$ cat src/rtl/shra_pkg.sv
// Package for the sample history ring: field widths, register and command
// codes, and the command/status structs between controller and datapath.
// No dependencies.
`default_nettype none

package shra_pkg;

  localparam int unsigned DATA_W    = 32;
  localparam int unsigned CNT_W     = 7;
  localparam int unsigned SUM_W     = DATA_W + CNT_W;
  localparam int unsigned DIV_CNT_W = $clog2(SUM_W);

  typedef enum logic [1:0] {
    MODE_ALL = 2'd0,
    MODE_AVG = 2'd1,
    MODE_MIN = 2'd2,
    MODE_MAX = 2'd3
  } mode_e;

  typedef enum logic {
    REG_RING_LENGTH = 1'b0,
    REG_AGG_MODE    = 1'b1
  } reg_index_e;

  typedef enum logic {
    CMD_PUT   = 1'b0,
    CMD_QUERY = 1'b1
  } cmd_e;

  typedef struct packed {
    logic put;
    logic q_start;
    logic rd;
    logic div_ld;
    logic div_step;
    logic emit_agg;
    logic emit_empty;
  } ctl_cmd_t;

  typedef struct packed {
    logic held_zero;
    logic k_last;
    logic div_done;
    logic q_all;
    logic q_avg;
  } dp_status_t;

endpackage

`default_nettype wire

$ cat src/rtl/shra_ram.sv
// Generic single-port-write, single-port-read RAM with registered read data.
// No dependencies.
`default_nettype none

module shra_ram #(
  parameter int unsigned WIDTH = 32,
  parameter int unsigned DEPTH = 64
) (
  input  wire logic                                        clk_i,
  input  wire logic                                        we_i,
  input  wire logic [((DEPTH > 1) ? $clog2(DEPTH) : 1)-1:0] waddr_i,
  input  wire logic [WIDTH-1:0]                            wdata_i,
  input  wire logic                                        re_i,
  input  wire logic [((DEPTH > 1) ? $clog2(DEPTH) : 1)-1:0] raddr_i,
  output logic      [WIDTH-1:0]                            rdata_o
);

  logic [WIDTH-1:0] mem_q [DEPTH];

  always_ff @(posedge clk_i) begin
    if (we_i) begin
      mem_q[waddr_i] <= wdata_i;
    end
    if (re_i) begin
      rdata_o <= mem_q[raddr_i];
    end
  end

endmodule

`default_nettype wire

$ cat src/rtl/shra_ctrl.sv
// Controller state machine for the sample history ring.
// Depends on shra_pkg for the command and status structs.
`default_nettype none

module shra_ctrl
  import shra_pkg::*;
(
  input  wire logic       clk_i,
  input  wire logic       rst_ni,
  input  wire logic       start,
  input  wire logic       cmd_i,
  input  wire dp_status_t status_i,
  output logic            busy,
  output ctl_cmd_t        cmd_o
);

  typedef enum logic [2:0] {
    S_IDLE,
    S_SCAN,
    S_TAIL,
    S_DIVLD,
    S_DIV,
    S_EMIT
  } state_e;

  state_e state_q, state_d;

  always_comb begin
    state_d = state_q;
    cmd_o   = '0;
    unique case (state_q)
      S_IDLE: begin
        if (start) begin
          if (cmd_i == CMD_PUT) begin
            cmd_o.put = 1'b1;
          end else if (status_i.held_zero) begin
            cmd_o.emit_empty = 1'b1;
          end else begin
            cmd_o.q_start = 1'b1;
            state_d       = S_SCAN;
          end
        end
      end
      S_SCAN: begin
        cmd_o.rd = 1'b1;
        if (status_i.k_last) begin
          state_d = S_TAIL;
        end
      end
      S_TAIL: begin
        if (status_i.q_all) begin
          state_d = S_IDLE;
        end else if (status_i.q_avg) begin
          state_d = S_DIVLD;
        end else begin
          state_d = S_EMIT;
        end
      end
      S_DIVLD: begin
        cmd_o.div_ld = 1'b1;
        state_d      = S_DIV;
      end
      S_DIV: begin
        cmd_o.div_step = 1'b1;
        if (status_i.div_done) begin
          state_d = S_EMIT;
        end
      end
      S_EMIT: begin
        cmd_o.emit_agg = 1'b1;
        state_d        = S_IDLE;
      end
      default: state_d = S_IDLE;
    endcase
  end

  always_ff @(posedge clk_i or negedge rst_ni) begin
    if (!rst_ni) begin
      state_q <= S_IDLE;
    end else begin
      state_q <= state_d;
    end
  end

  assign busy = (state_q != S_IDLE);

endmodule

`default_nettype wire

$ cat src/rtl/shra_dp.sv
// Datapath for the sample history ring: configuration, ring pointers,
// sample RAM, aggregate unit, bit-serial divider and result registers.
// Depends on shra_pkg and shra_ram.
`default_nettype none

module shra_dp
  import shra_pkg::*;
#(
  parameter int unsigned MAX_DEPTH = 64
) (
  input  wire logic              clk_i,
  input  wire logic              rst_ni,
  input  wire logic              cfg_we_i,
  input  wire logic              cfg_index_i,
  input  wire logic [CNT_W-1:0]  cfg_wdata_i,
  input  wire logic [DATA_W-1:0] sample_in_i,
  input  wire ctl_cmd_t          cmd_i,
  output dp_status_t             status_o,
  output logic                   result_valid_o,
  output logic [DATA_W-1:0]      sample_value_o,
  output logic [CNT_W-1:0]       sample_count_o,
  output logic [DATA_W-1:0]      first_sequence_o,
  output logic                   is_empty_o,
  output logic                   last_of_run_o
);

  localparam int unsigned AW = (MAX_DEPTH > 1) ? $clog2(MAX_DEPTH) : 1;

  logic [CNT_W-1:0]     len_q;
  mode_e                mode_q;
  logic [AW-1:0]        wpos_q;
  logic                 wrap_q;
  logic [DATA_W-1:0]    seq_q;

  logic [CNT_W-1:0]     held_q;
  logic [DATA_W-1:0]    first_q;
  logic [CNT_W-1:0]     qlen_q;
  mode_e                qmode_q;
  logic [AW-1:0]        ptr_q;
  logic [AW-1:0]        k_q;
  logic                 rvld_q;
  logic                 rlast_q;
  logic                 rfirst_q;
  logic [SUM_W-1:0]     acc_q;
  logic [DATA_W-1:0]    agg_q;
  logic [SUM_W-1:0]     quo_q;
  logic [CNT_W-1:0]     rem_q;
  logic [DIV_CNT_W-1:0] dcnt_q;

  logic [CNT_W-1:0]     eff_len;
  logic [CNT_W-1:0]     held;
  logic [CNT_W-1:0]     wpos_inc;
  logic [CNT_W-1:0]     ptr_inc;
  logic                 do_put;
  logic [DATA_W-1:0]    rdata;
  logic [CNT_W:0]       rem_sh;
  logic [CNT_W:0]       rem_diff;
  logic                 div_ge;
  logic                 take_new;

  assign eff_len  = (len_q > CNT_W'(MAX_DEPTH)) ? CNT_W'(MAX_DEPTH) : len_q;
  assign held     = wrap_q ? eff_len : CNT_W'(wpos_q);
  assign wpos_inc = CNT_W'(wpos_q) + CNT_W'(1);
  assign ptr_inc  = CNT_W'(ptr_q) + CNT_W'(1);
  assign do_put   = cmd_i.put && (eff_len != '0);

  assign rem_sh   = {rem_q, quo_q[SUM_W-1]};
  assign rem_diff = rem_sh - {1'b0, held_q};
  assign div_ge   = (rem_sh >= {1'b0, held_q});

  assign take_new = rfirst_q ||
                    ((qmode_q == MODE_MIN) ? (rdata < agg_q) : (rdata > agg_q));

  assign status_o.held_zero = (held == '0);
  assign status_o.k_last    = (CNT_W'(k_q) == (held_q - CNT_W'(1)));
  assign status_o.div_done  = (dcnt_q == DIV_CNT_W'(SUM_W - 1));
  assign status_o.q_all     = (qmode_q == MODE_ALL);
  assign status_o.q_avg     = (qmode_q == MODE_AVG);

  shra_ram #(
    .WIDTH (DATA_W),
    .DEPTH (MAX_DEPTH)
  ) u_ram (
    .clk_i   (clk_i),
    .we_i    (do_put),
    .waddr_i (wpos_q),
    .wdata_i (sample_in_i),
    .re_i    (cmd_i.rd),
    .raddr_i (ptr_q),
    .rdata_o (rdata)
  );

  always_ff @(posedge clk_i or negedge rst_ni) begin
    if (!rst_ni) begin
      len_q          <= '0;
      mode_q         <= MODE_ALL;
      wpos_q         <= '0;
      wrap_q         <= 1'b0;
      seq_q          <= '0;
      rvld_q         <= 1'b0;
      result_valid_o <= 1'b0;
    end else begin
      if (cfg_we_i) begin
        if (cfg_index_i == REG_RING_LENGTH) begin
          len_q  <= cfg_wdata_i;
          wpos_q <= '0;
          wrap_q <= 1'b0;
          seq_q  <= '0;
        end else begin
          mode_q <= mode_e'(cfg_wdata_i[1:0]);
        end
      end else if (do_put) begin
        seq_q <= seq_q + DATA_W'(1);
        if (wpos_inc >= eff_len) begin
          wpos_q <= '0;
          wrap_q <= 1'b1;
        end else begin
          wpos_q <= wpos_inc[AW-1:0];
        end
      end
      rvld_q         <= cmd_i.rd;
      result_valid_o <= cmd_i.emit_empty || cmd_i.emit_agg ||
                        (rvld_q && (qmode_q == MODE_ALL));
    end
  end

  always_ff @(posedge clk_i) begin
    if (cmd_i.q_start) begin
      held_q   <= held;
      first_q  <= seq_q - DATA_W'(held);
      qlen_q   <= eff_len;
      qmode_q  <= mode_q;
      ptr_q    <= wrap_q ? wpos_q : '0;
      k_q      <= '0;
      acc_q    <= '0;
      rfirst_q <= 1'b1;
    end
    if (cmd_i.rd) begin
      rlast_q <= status_o.k_last;
      k_q     <= k_q + AW'(1);
      if (ptr_inc >= qlen_q) begin
        ptr_q <= '0;
      end else begin
        ptr_q <= ptr_inc[AW-1:0];
      end
    end
    if (rvld_q) begin
      rfirst_q <= 1'b0;
      acc_q    <= acc_q + SUM_W'(rdata);
      if (take_new) begin
        agg_q <= rdata;
      end
    end
    if (cmd_i.div_ld) begin
      quo_q  <= acc_q;
      rem_q  <= '0;
      dcnt_q <= '0;
    end
    if (cmd_i.div_step) begin
      quo_q  <= {quo_q[SUM_W-2:0], div_ge};
      rem_q  <= div_ge ? rem_diff[CNT_W-1:0] : rem_sh[CNT_W-1:0];
      dcnt_q <= dcnt_q + DIV_CNT_W'(1);
    end

    if (cmd_i.emit_empty) begin
      sample_value_o   <= '0;
      sample_count_o   <= '0;
      first_sequence_o <= seq_q;
      is_empty_o       <= 1'b1;
      last_of_run_o    <= 1'b1;
    end else if (cmd_i.emit_agg) begin
      sample_value_o   <= (qmode_q == MODE_AVG) ? quo_q[DATA_W-1:0] : agg_q;
      sample_count_o   <= CNT_W'(1);
      first_sequence_o <= first_q;
      is_empty_o       <= 1'b0;
      last_of_run_o    <= 1'b1;
    end else if (rvld_q && (qmode_q == MODE_ALL)) begin
      sample_value_o   <= rdata;
      sample_count_o   <= held_q;
      first_sequence_o <= first_q;
      is_empty_o       <= 1'b0;
      last_of_run_o    <= rlast_q;
    end
  end

endmodule

`default_nettype wire

$ cat src/rtl/sample_history_ring_aggregate_top.sv
// Top level of the sample history ring with min/max/average query.
// A put leaves busy low. A query holds busy while it reads the N held
// samples (one RAM read per cycle); min/max then emits the aggregate and
// average runs the divider first (one quotient bit per cycle, 39-bit sum).
// An empty query answers in the next cycle, busy low. Words pass the RAM
// read and output registers; the receiver cannot stall. Reset is async.
`default_nettype none

module sample_history_ring_aggregate_top
  import shra_pkg::*;
#(
  parameter int unsigned MAX_DEPTH = 64
) (
  input  wire logic              clk_i,
  input  wire logic              rst_ni,
  input  wire logic              cfg_we_i,
  input  wire logic              cfg_index_i,
  input  wire logic [CNT_W-1:0]  cfg_wdata_i,
  input  wire logic              start,
  output logic                   busy,
  input  wire logic              cmd_i,
  input  wire logic [DATA_W-1:0] sample_in_i,
  output logic                   result_valid_o,
  output logic [DATA_W-1:0]      sample_value_o,
  output logic [CNT_W-1:0]       sample_count_o,
  output logic [DATA_W-1:0]      first_sequence_o,
  output logic                   is_empty_o,
  output logic                   last_of_run_o
);

  ctl_cmd_t   ctl_cmd;
  dp_status_t dp_status;

  shra_ctrl u_ctrl (
    .clk_i    (clk_i),
    .rst_ni   (rst_ni),
    .start    (start),
    .cmd_i    (cmd_i),
    .status_i (dp_status),
    .busy     (busy),
    .cmd_o    (ctl_cmd)
  );

  shra_dp #(
    .MAX_DEPTH (MAX_DEPTH)
  ) u_dp (
    .clk_i            (clk_i),
    .rst_ni           (rst_ni),
    .cfg_we_i         (cfg_we_i),
    .cfg_index_i      (cfg_index_i),
    .cfg_wdata_i      (cfg_wdata_i),
    .sample_in_i      (sample_in_i),
    .cmd_i            (ctl_cmd),
    .status_o         (dp_status),
    .result_valid_o   (result_valid_o),
    .sample_value_o   (sample_value_o),
    .sample_count_o   (sample_count_o),
    .first_sequence_o (first_sequence_o),
    .is_empty_o       (is_empty_o),
    .last_of_run_o    (last_of_run_o)
  );

endmodule

`default_nettype wire

$ cat config.mk
export PLATFORM = sky130hd
export DESIGN_NAME = sample_history_ring_aggregate_top
export DESIGN_NICKNAME = d
export VERILOG_FILES = /design/src/rtl/shra_pkg.sv /design/src/rtl/shra_ram.sv /design/src/rtl/shra_ctrl.sv /design/src/rtl/shra_dp.sv /design/src/rtl/sample_history_ring_aggregate_top.sv
export SDC_FILE = /design/constraint.sdc
export NUM_CORES = 2
export LEC_CHECK = 0
export BUFFER_PORTS_ARGS = -buffer_cell sky130_fd_sc_hd__buf_2
export CAP_MARGIN = 30
export CELL_PAD_IN_SITES_DETAIL_PLACEMENT = 1
export CELL_PAD_IN_SITES_GLOBAL_PLACEMENT = 2
export CORE_MARGIN = 2
export CORE_UTILIZATION = 35
export DETAILED_ROUTE_END_ITERATION = 10
export PLACE_DENSITY = 0.56
export SKIP_LAST_GASP = 1
export SLEW_MARGIN = 15
export SYNTH_ARGS = -nofsm -noshare
export SYNTH_HDL_FRONTEND = slang
export SYNTH_HIERARCHICAL = 1
export SYNTH_SLANG_ARGS = --single-unit
$ cat constraint.sdc
create_clock -name clk_i -period 9.5 [get_ports clk_i]
set_clock_uncertainty 0.1 [all_clocks]
set_input_delay 0 -clock clk_i [delete_from_list [all_inputs] [get_ports clk_i]]
set_output_delay 0 -clock clk_i [all_outputs]
set_load 0.005 [all_outputs]
[Yosys cells after proc, flatten, opt, wreduce, memory -nomap -nowiden]
Memory sizes are Yosys's and may differ from the RTL's. A register that Yosys moved wholly into a read port is not among the register bits.
Cells that the tools add are included.
Operators by class
  add/sub/neg operators: 9
  multiply operators: 0
  divide/modulo/power cells: 0
  $lt $le $gt $ge: 6
  equal/unequal tests: 15
  shifts and indexed selects: 0
  multiplexer cells: 62
  bitwise gates (word level): 1
  reductions and logical operators: 24
Operators with widths (count)
  two-way mux 32 bit: 9
  two-way mux 39 bit: 4
  two-way mux 6 bit: 12
  adder 39 x 32 -> 39 bit: 1
  two-way mux 7 bit: 5
  adder 32 x 1 -> 32 bit (second input constant): 1
  greater-than comparator 32 bit: 1
  less-than comparator 32 bit: 1
  subtractor 32 x 7 -> 32 bit: 1
  two-way mux 1 bit: 22
  two-way mux 3 bit: 7
  case mux 3 bit (5 select lines): 1
  adder 6 x 1 -> 7 bit (second input constant): 2
  greater-or-equal comparator 7 bit: 2
  adder 6 x 1 -> 6 bit (second input constant): 2
  inequality test 2 bit (second input constant): 6
  nonzero test 2 bit: 6
  greater-or-equal comparator 8 x 7 -> 1 bit: 1
  AND reduction 2 bit: 4
  == test 6 x 7 -> 1 bit: 1
  greater-than comparator 7 bit (second input constant): 1
  zero test 7 bit: 1
  nonzero test 7 bit: 1
  subtractor 7 x 1 -> 7 bit (second input constant): 1
  17 further kinds: 24
Word-level totals
  flip-flop bits (word level): 311
  bits in latches: 0
  bits in writable memories: 2048
  bits in read-only memories: 0
  input port bits: 45
  output and inout bits: 75
  logic and storage cells: 145
  memories: 1
Memories
  u_dp.u_ram.mem_q: words 64, bits a word 32, rd ports 1, clocked after memory_dff 1, write ports 1, line shra_ram.sv:18  | logic [WIDTH-1:0] mem_q [DEPTH];

[Logic depth before layout (Yosys ltp)]
  depth after elaboration: 11
  depth in mapped cells: 15
  gate-level depth less buffers: 14

[Modules after synthesis]
Netlist, hierarchy kept.
By module, submodules not included
  shra_ram: instances 1, cells each 3324, area each 78835.6 µm², sequential area each 62459.9 µm²
  shra_dp: instances 1, cells each 1629, area each 16980.0 µm², sequential area each 8578.2 µm²
  shra_ctrl: instances 1, cells each 27, area each 229.0 µm², sequential area each 75.1 µm²

[Least setup slack after synthesis]
Ideal clock, no wire load.
  path kind: flip-flop to flip-flop
  start point: reg u_ctrl.state_q[2]
  end point: mem u_dp.u_ram.mem_q[49][0] (enable)
  setup time: 0.461 ns
  data arrival time: 3.943 ns
  required time: 8.939 ns
  path slack: 4.996 ns
  stages on the path, launching flop included: 8
  path buffers: 1
  period minus slack after synthesis: 4.504 ns
  cells stage by stage: dfrtp_1 -> buf_6 -> or3_4 -> nor3b_1 -> o21a_1 -> nor2b_1 -> nand4_1 -> nor3_1
RTL lines
  from (decl): line shra_ctrl.sv:26  | state_e state_q, state_d;
  from (signal assigned): line shra_ctrl.sv:81  | state_q <= state_d;
  to (decl): line shra_ram.sv:18

==> impl_metrics.yaml <==
cells_and_area:
  post_synthesis_to_final_layout_area_growth_pct: 16.0
  n_fill_cell: 26000
  final_common_cell: "sky130_fd_sc_hd__edfxtp_1"
  final_net_count: 5501
  multiInputGateArea_um2: 23900
  register_area_um2: 71100
  layout.cells.non_filler: 9151
  post_route_cells_drive_above_1_share_pct: 24.6
  mostFrequentLayoutCells: "2296 x sky130_fd_sc_hd__edfxtp_1, 544 x sky130_fd_sc_hd__mux4_2, 278 x sky130_fd_sc_hd__clkbuf_16"
floorplanning:
  core_area_um2: 273000
  start_util_pct: 35.1
  floorplan.die.width_um: 528
  die_y_um: 528
  row_count: 192
  io-pin-count: 120
  die_footprint_um2: 279000
worst_setup_path:
  critPathCaptureType: "flip-flop"
  cp_slowest_cell: "sky130_fd_sc_hd__nor2_1"
  critPathTopFamily: "simple AND/OR/NAND/NOR gates"
  critical_path_class: "flip-flop to flip-flop"
  crit_fanout: 40
  crit_path_max_incr_delay_ns: 0.87
  worst_ep_required_time_ns: 9.90
  setup.worst_path.start_class: "flip-flop"
  critical_path_buf_inv_count: 2
  worst_ep_arrival_time_ns: 5.30
  crit_path_cell_trace: "buf_4 -> buf_4 -> or2_2 -> o22ai_1 -> nor2_1 -> a21oi_1 -> nor2_1"
clocking:
  path_clk_slew_ns: 0.06
  cts.root.buffer_cell: "sky130_fd_sc_hd__clkbuf_16"
  clock-sinks: 2391
  ctsHtreeMaxLevel: 5
  num_cts_buffers: 273
  insertion_delay_ns: 0.88
  clock_tree.buffer_depth: 4
  clock_tree_from_tritoncts: "built"
power:
  max-vdd-ir-drop_mv: 0.192
  p_seq_share_pct: 39.2
  power_leakage_nw: 36.0
  internal_power_consumption_w: 0.0222
  p_per_area_nw_per_um2: 292
  power_frac_comb_pct: 28.9
  power_frac_clock_pct: 31.9
  p_sw_share_pct: 31.7
  p_switching_w: 0.0103
timing:
  setup_violations: 0
  fmax_ghz: 0.204
  fin_setup_tns_ns: 0
  hold_violations: 0
  drv_slew: 0
  maxSlewHeadroom_pct: 32.1
  timing_worst_slew_pin_value_ns: 1.02
  post-route-min-period_ns: 4.90
  post_route_fraction_of_the_period_consumed_by_the_critical_path_pct: 51.6
  unrepaired_setup_endpoints_after_global_routing: "no"
yosys:
  synth_top_family_by_area: "multiplexers"
  yosys_warnings: 6
  post_synth_fa_ha_maj_area_fraction_pct: 1.35
  ys_types: 73
  synthesis.area_per_instance_um2: 19.3
  ys_dominant_reg_cell: "sky130_fd_sc_hd__edfxtp_1"
  synth_seq_cells: 2391
  mappedNetlistNets: 5127
  synth-edff-count: 2296
  post_synth_inst_count: 4980
  synthXorXnorAreaFrac_pct: 0.939
  yosysSeqAreaShare_pct: 74.0
  asyncSetResetFlopFracSynth_pct: 2.22
  synth_mux_area_share_pct: 14.7
  cell_area_after_synthesis_um2: 96000
  yosys.area_share.simple_pct: 4.11
  complex_gate_fraction_of_the_synthesized_area_pct: 3.24
grt:
  grt_remaining_overflow: 0
  globalRouteTotalUtil_pct: 20.7
  grt_pass1_wl_um: 412000
  grt_max_degree: 122
  grt_antenna_before_repair: 11
  first_global_vias: 52800
flow_run:
  max_cap_violations: 0
routing:
  drtAntennaViolNets: 0
  highest-signal-layer: "met4"
  drt_pre_antenna_iters: 5
  drt_first_iter_violations: 4543
  m1WireLength_um: 130000
  detailed_route_wire_length_per_cell_um: 31.7
  met3RoutedLength_um: 12800
  via_count: 49900
  routed_wl_um: 290000
  route.detailed.vias_per_inst: 5.45
  route.met2.wl_um: 141000
  drc: 0
placed_design:
  finalWeightedCongestion: 0.759
  placed_cells: 8594
  place_hpwl_um: 161000
  io_buffers: 119
min_path:
  type_of_the_tightest_min_delay_check: "primary input to flip-flop"
outcome:
  outcome: "finished, final reports clean"
power by group through the flow:
stage | sequential, W | clock, W | combinational (W)
floorplan | 0.0127 | 0 | 0.00627
global placement | 0.0130 | 0 | 0.00954
detailed placement | 0.0130 | 0 | 0.00957
CTS | 0.0127 | 0.0106 | 0.00964
global route | 0.0128 | 0.0110 | 0.0102
finish | 0.0127 | 0.0104 | 0.00940
repair_timing:
action	in CTS	in global routing
hold buffers	73	0
buffers inserted	0	0
hold endpoints to repair	2241	0
endpoints found under the setup margin	0	0
gates resized for setup	0	0
kinds of logic (layout without fill, tap and decap cells):
logic type / after synthesis / count (layout)
multiplexers: 724 / 724
other: 0 / 3
AND/OR/NAND/NOR: 828 / 828
flip-flops: 2391 / 2391
adder cells (fa/ha/maj): 102 / 102
XOR/XNOR: 103 / 103
buffers and inverters: 343 / 922
AO/OA/AOI/OAI: 489 / 489
synth_stat cells (13+ instances only):
cell type	n	share of area [%]
sky130_fd_sc_hd__edfxtp_1	2296	72
sky130_fd_sc_hd__mux4_2	544	13
sky130_fd_sc_hd__nor2_1	292	1.1
sky130_fd_sc_hd__nand2_1	220	0.86
sky130_fd_sc_hd__a21oi_1	159	0.83
sky130_fd_sc_hd__clkbuf_1	136	0.53
sky130_fd_sc_hd__mux2i_1	107	1.1
sky130_fd_sc_hd__ha_1	99	1.3
sky130_fd_sc_hd__inv_1	86	0.34
sky130_fd_sc_hd__o22ai_1	86	0.56
sky130_fd_sc_hd__mux2_2	73	0.86
sky130_fd_sc_hd__buf_2	60	0.31
sky130_fd_sc_hd__dfrtp_1	53	1.4
sky130_fd_sc_hd__xnor2_1	53	0.48
sky130_fd_sc_hd__and3_1	51	0.33
sky130_fd_sc_hd__nor2b_1	51	0.33
sky130_fd_sc_hd__o21ai_0	51	0.27
sky130_fd_sc_hd__xor2_1	50	0.46
sky130_fd_sc_hd__dfxtp_1	42	0.88
sky130_fd_sc_hd__nand3_1	39	0.20
sky130_fd_sc_hd__a21o_1	38	0.30
sky130_fd_sc_hd__a211oi_1	37	0.29
sky130_fd_sc_hd__nor3_1	33	0.17
sky130_fd_sc_hd__o221ai_1	27	0.25
sky130_fd_sc_hd__buf_1	26	0.10
sky130_fd_sc_hd__buf_4	26	0.20
sky130_fd_sc_hd__nand2b_1	23	0.15
sky130_fd_sc_hd__nand4_1	21	0.14
sky130_fd_sc_hd__and2_1	17	0.11
sky130_fd_sc_hd__a22oi_1	14	0.11
sky130_fd_sc_hd__o21a_1	13	0.10
registers in the layout (all words and copies together) (netlist names), 2 cells and up:
register               count
u_dp/sample_value_o       32
u_dp/u_ram/rdata_o        32
u_dp/qmode_q               2
u_dp/u_ram/mem_q        2048
u_dp/acc_q                39
u_dp/dcnt_q                6
u_dp/quo_q                39
u_dp/first_q              32
u_dp/first_sequence_o     32
u_dp/mode_q                2
u_dp/k_q                   6
u_dp/ptr_q                 6
u_dp/qlen_q                7
u_dp/sample_count_o        7
u_dp/seq_q                32
u_dp/held_q                7
u_dp/agg_q                32
u_dp/rem_q                 7
u_dp/wpos_q                6
u_dp/len_q                 7
u_ctrl/state_q             3
path summary, 6_finish.rpt:
path	to	slack (ns)	from	cells past startpoint
max	u_dp/u_ram/rdata_o[11]	4.60	u_dp/ptr_q[2]	7
min	u_dp/u_ram/mem_q[25][18]	0.04	sample_in_i[18]	2
max reg2reg	u_dp/u_ram/rdata_o[11]	4.60	u_dp/ptr_q[2]	7
min reg2reg	u_dp/sample_count_o[2]	0.35	u_dp/sample_count_o[2]	2
max in group asynchronous	u_ctrl/state_q[1]	8.44	rst_ni	4
min in group asynchronous	u_dp/seq_q[28]	0.31	rst_ni	4
final cells by class:
| type | instances | area share (%) |
|---|---|---|
| inverters | 86 | 0.290 |
| clock inverters | 134 | 1.22 |
| flip-flops and latches | 2391 | 63.8 |
| repair buffers | 356 | 2.58 |
| multi-input cells | 2246 | 21.5 |
| clock buffers | 346 | 6.54 |
| diodes | 3 | 0.00674 |
| well taps | 3589 | 4.03 |
layer usage:
metal	up-vias	GRT usage (%)
li1	21000	-
met2	1263	34.2
met1	27300	29.6
met3	337	2.22
met5	-	0
met4	0	4.54
metrics by stage:
step                power (W)  util, %  cell area (um2)  hold slack (ns)  setup slack [ns]
CTS                    0.0330     40.7           111000           0.0179              4.54
detailed placement     0.0225     37.3           102000            0.102              4.57
finish                 0.0325     40.7           111000           0.0363              4.60
floorplan              0.0190        -            96000           -0.396              5.00
global placement       0.0225     37.2           102000           0.0981              4.56
global route           0.0339     40.7           111000           0.0224              4.47
Power figures use the tool's default switching activity.
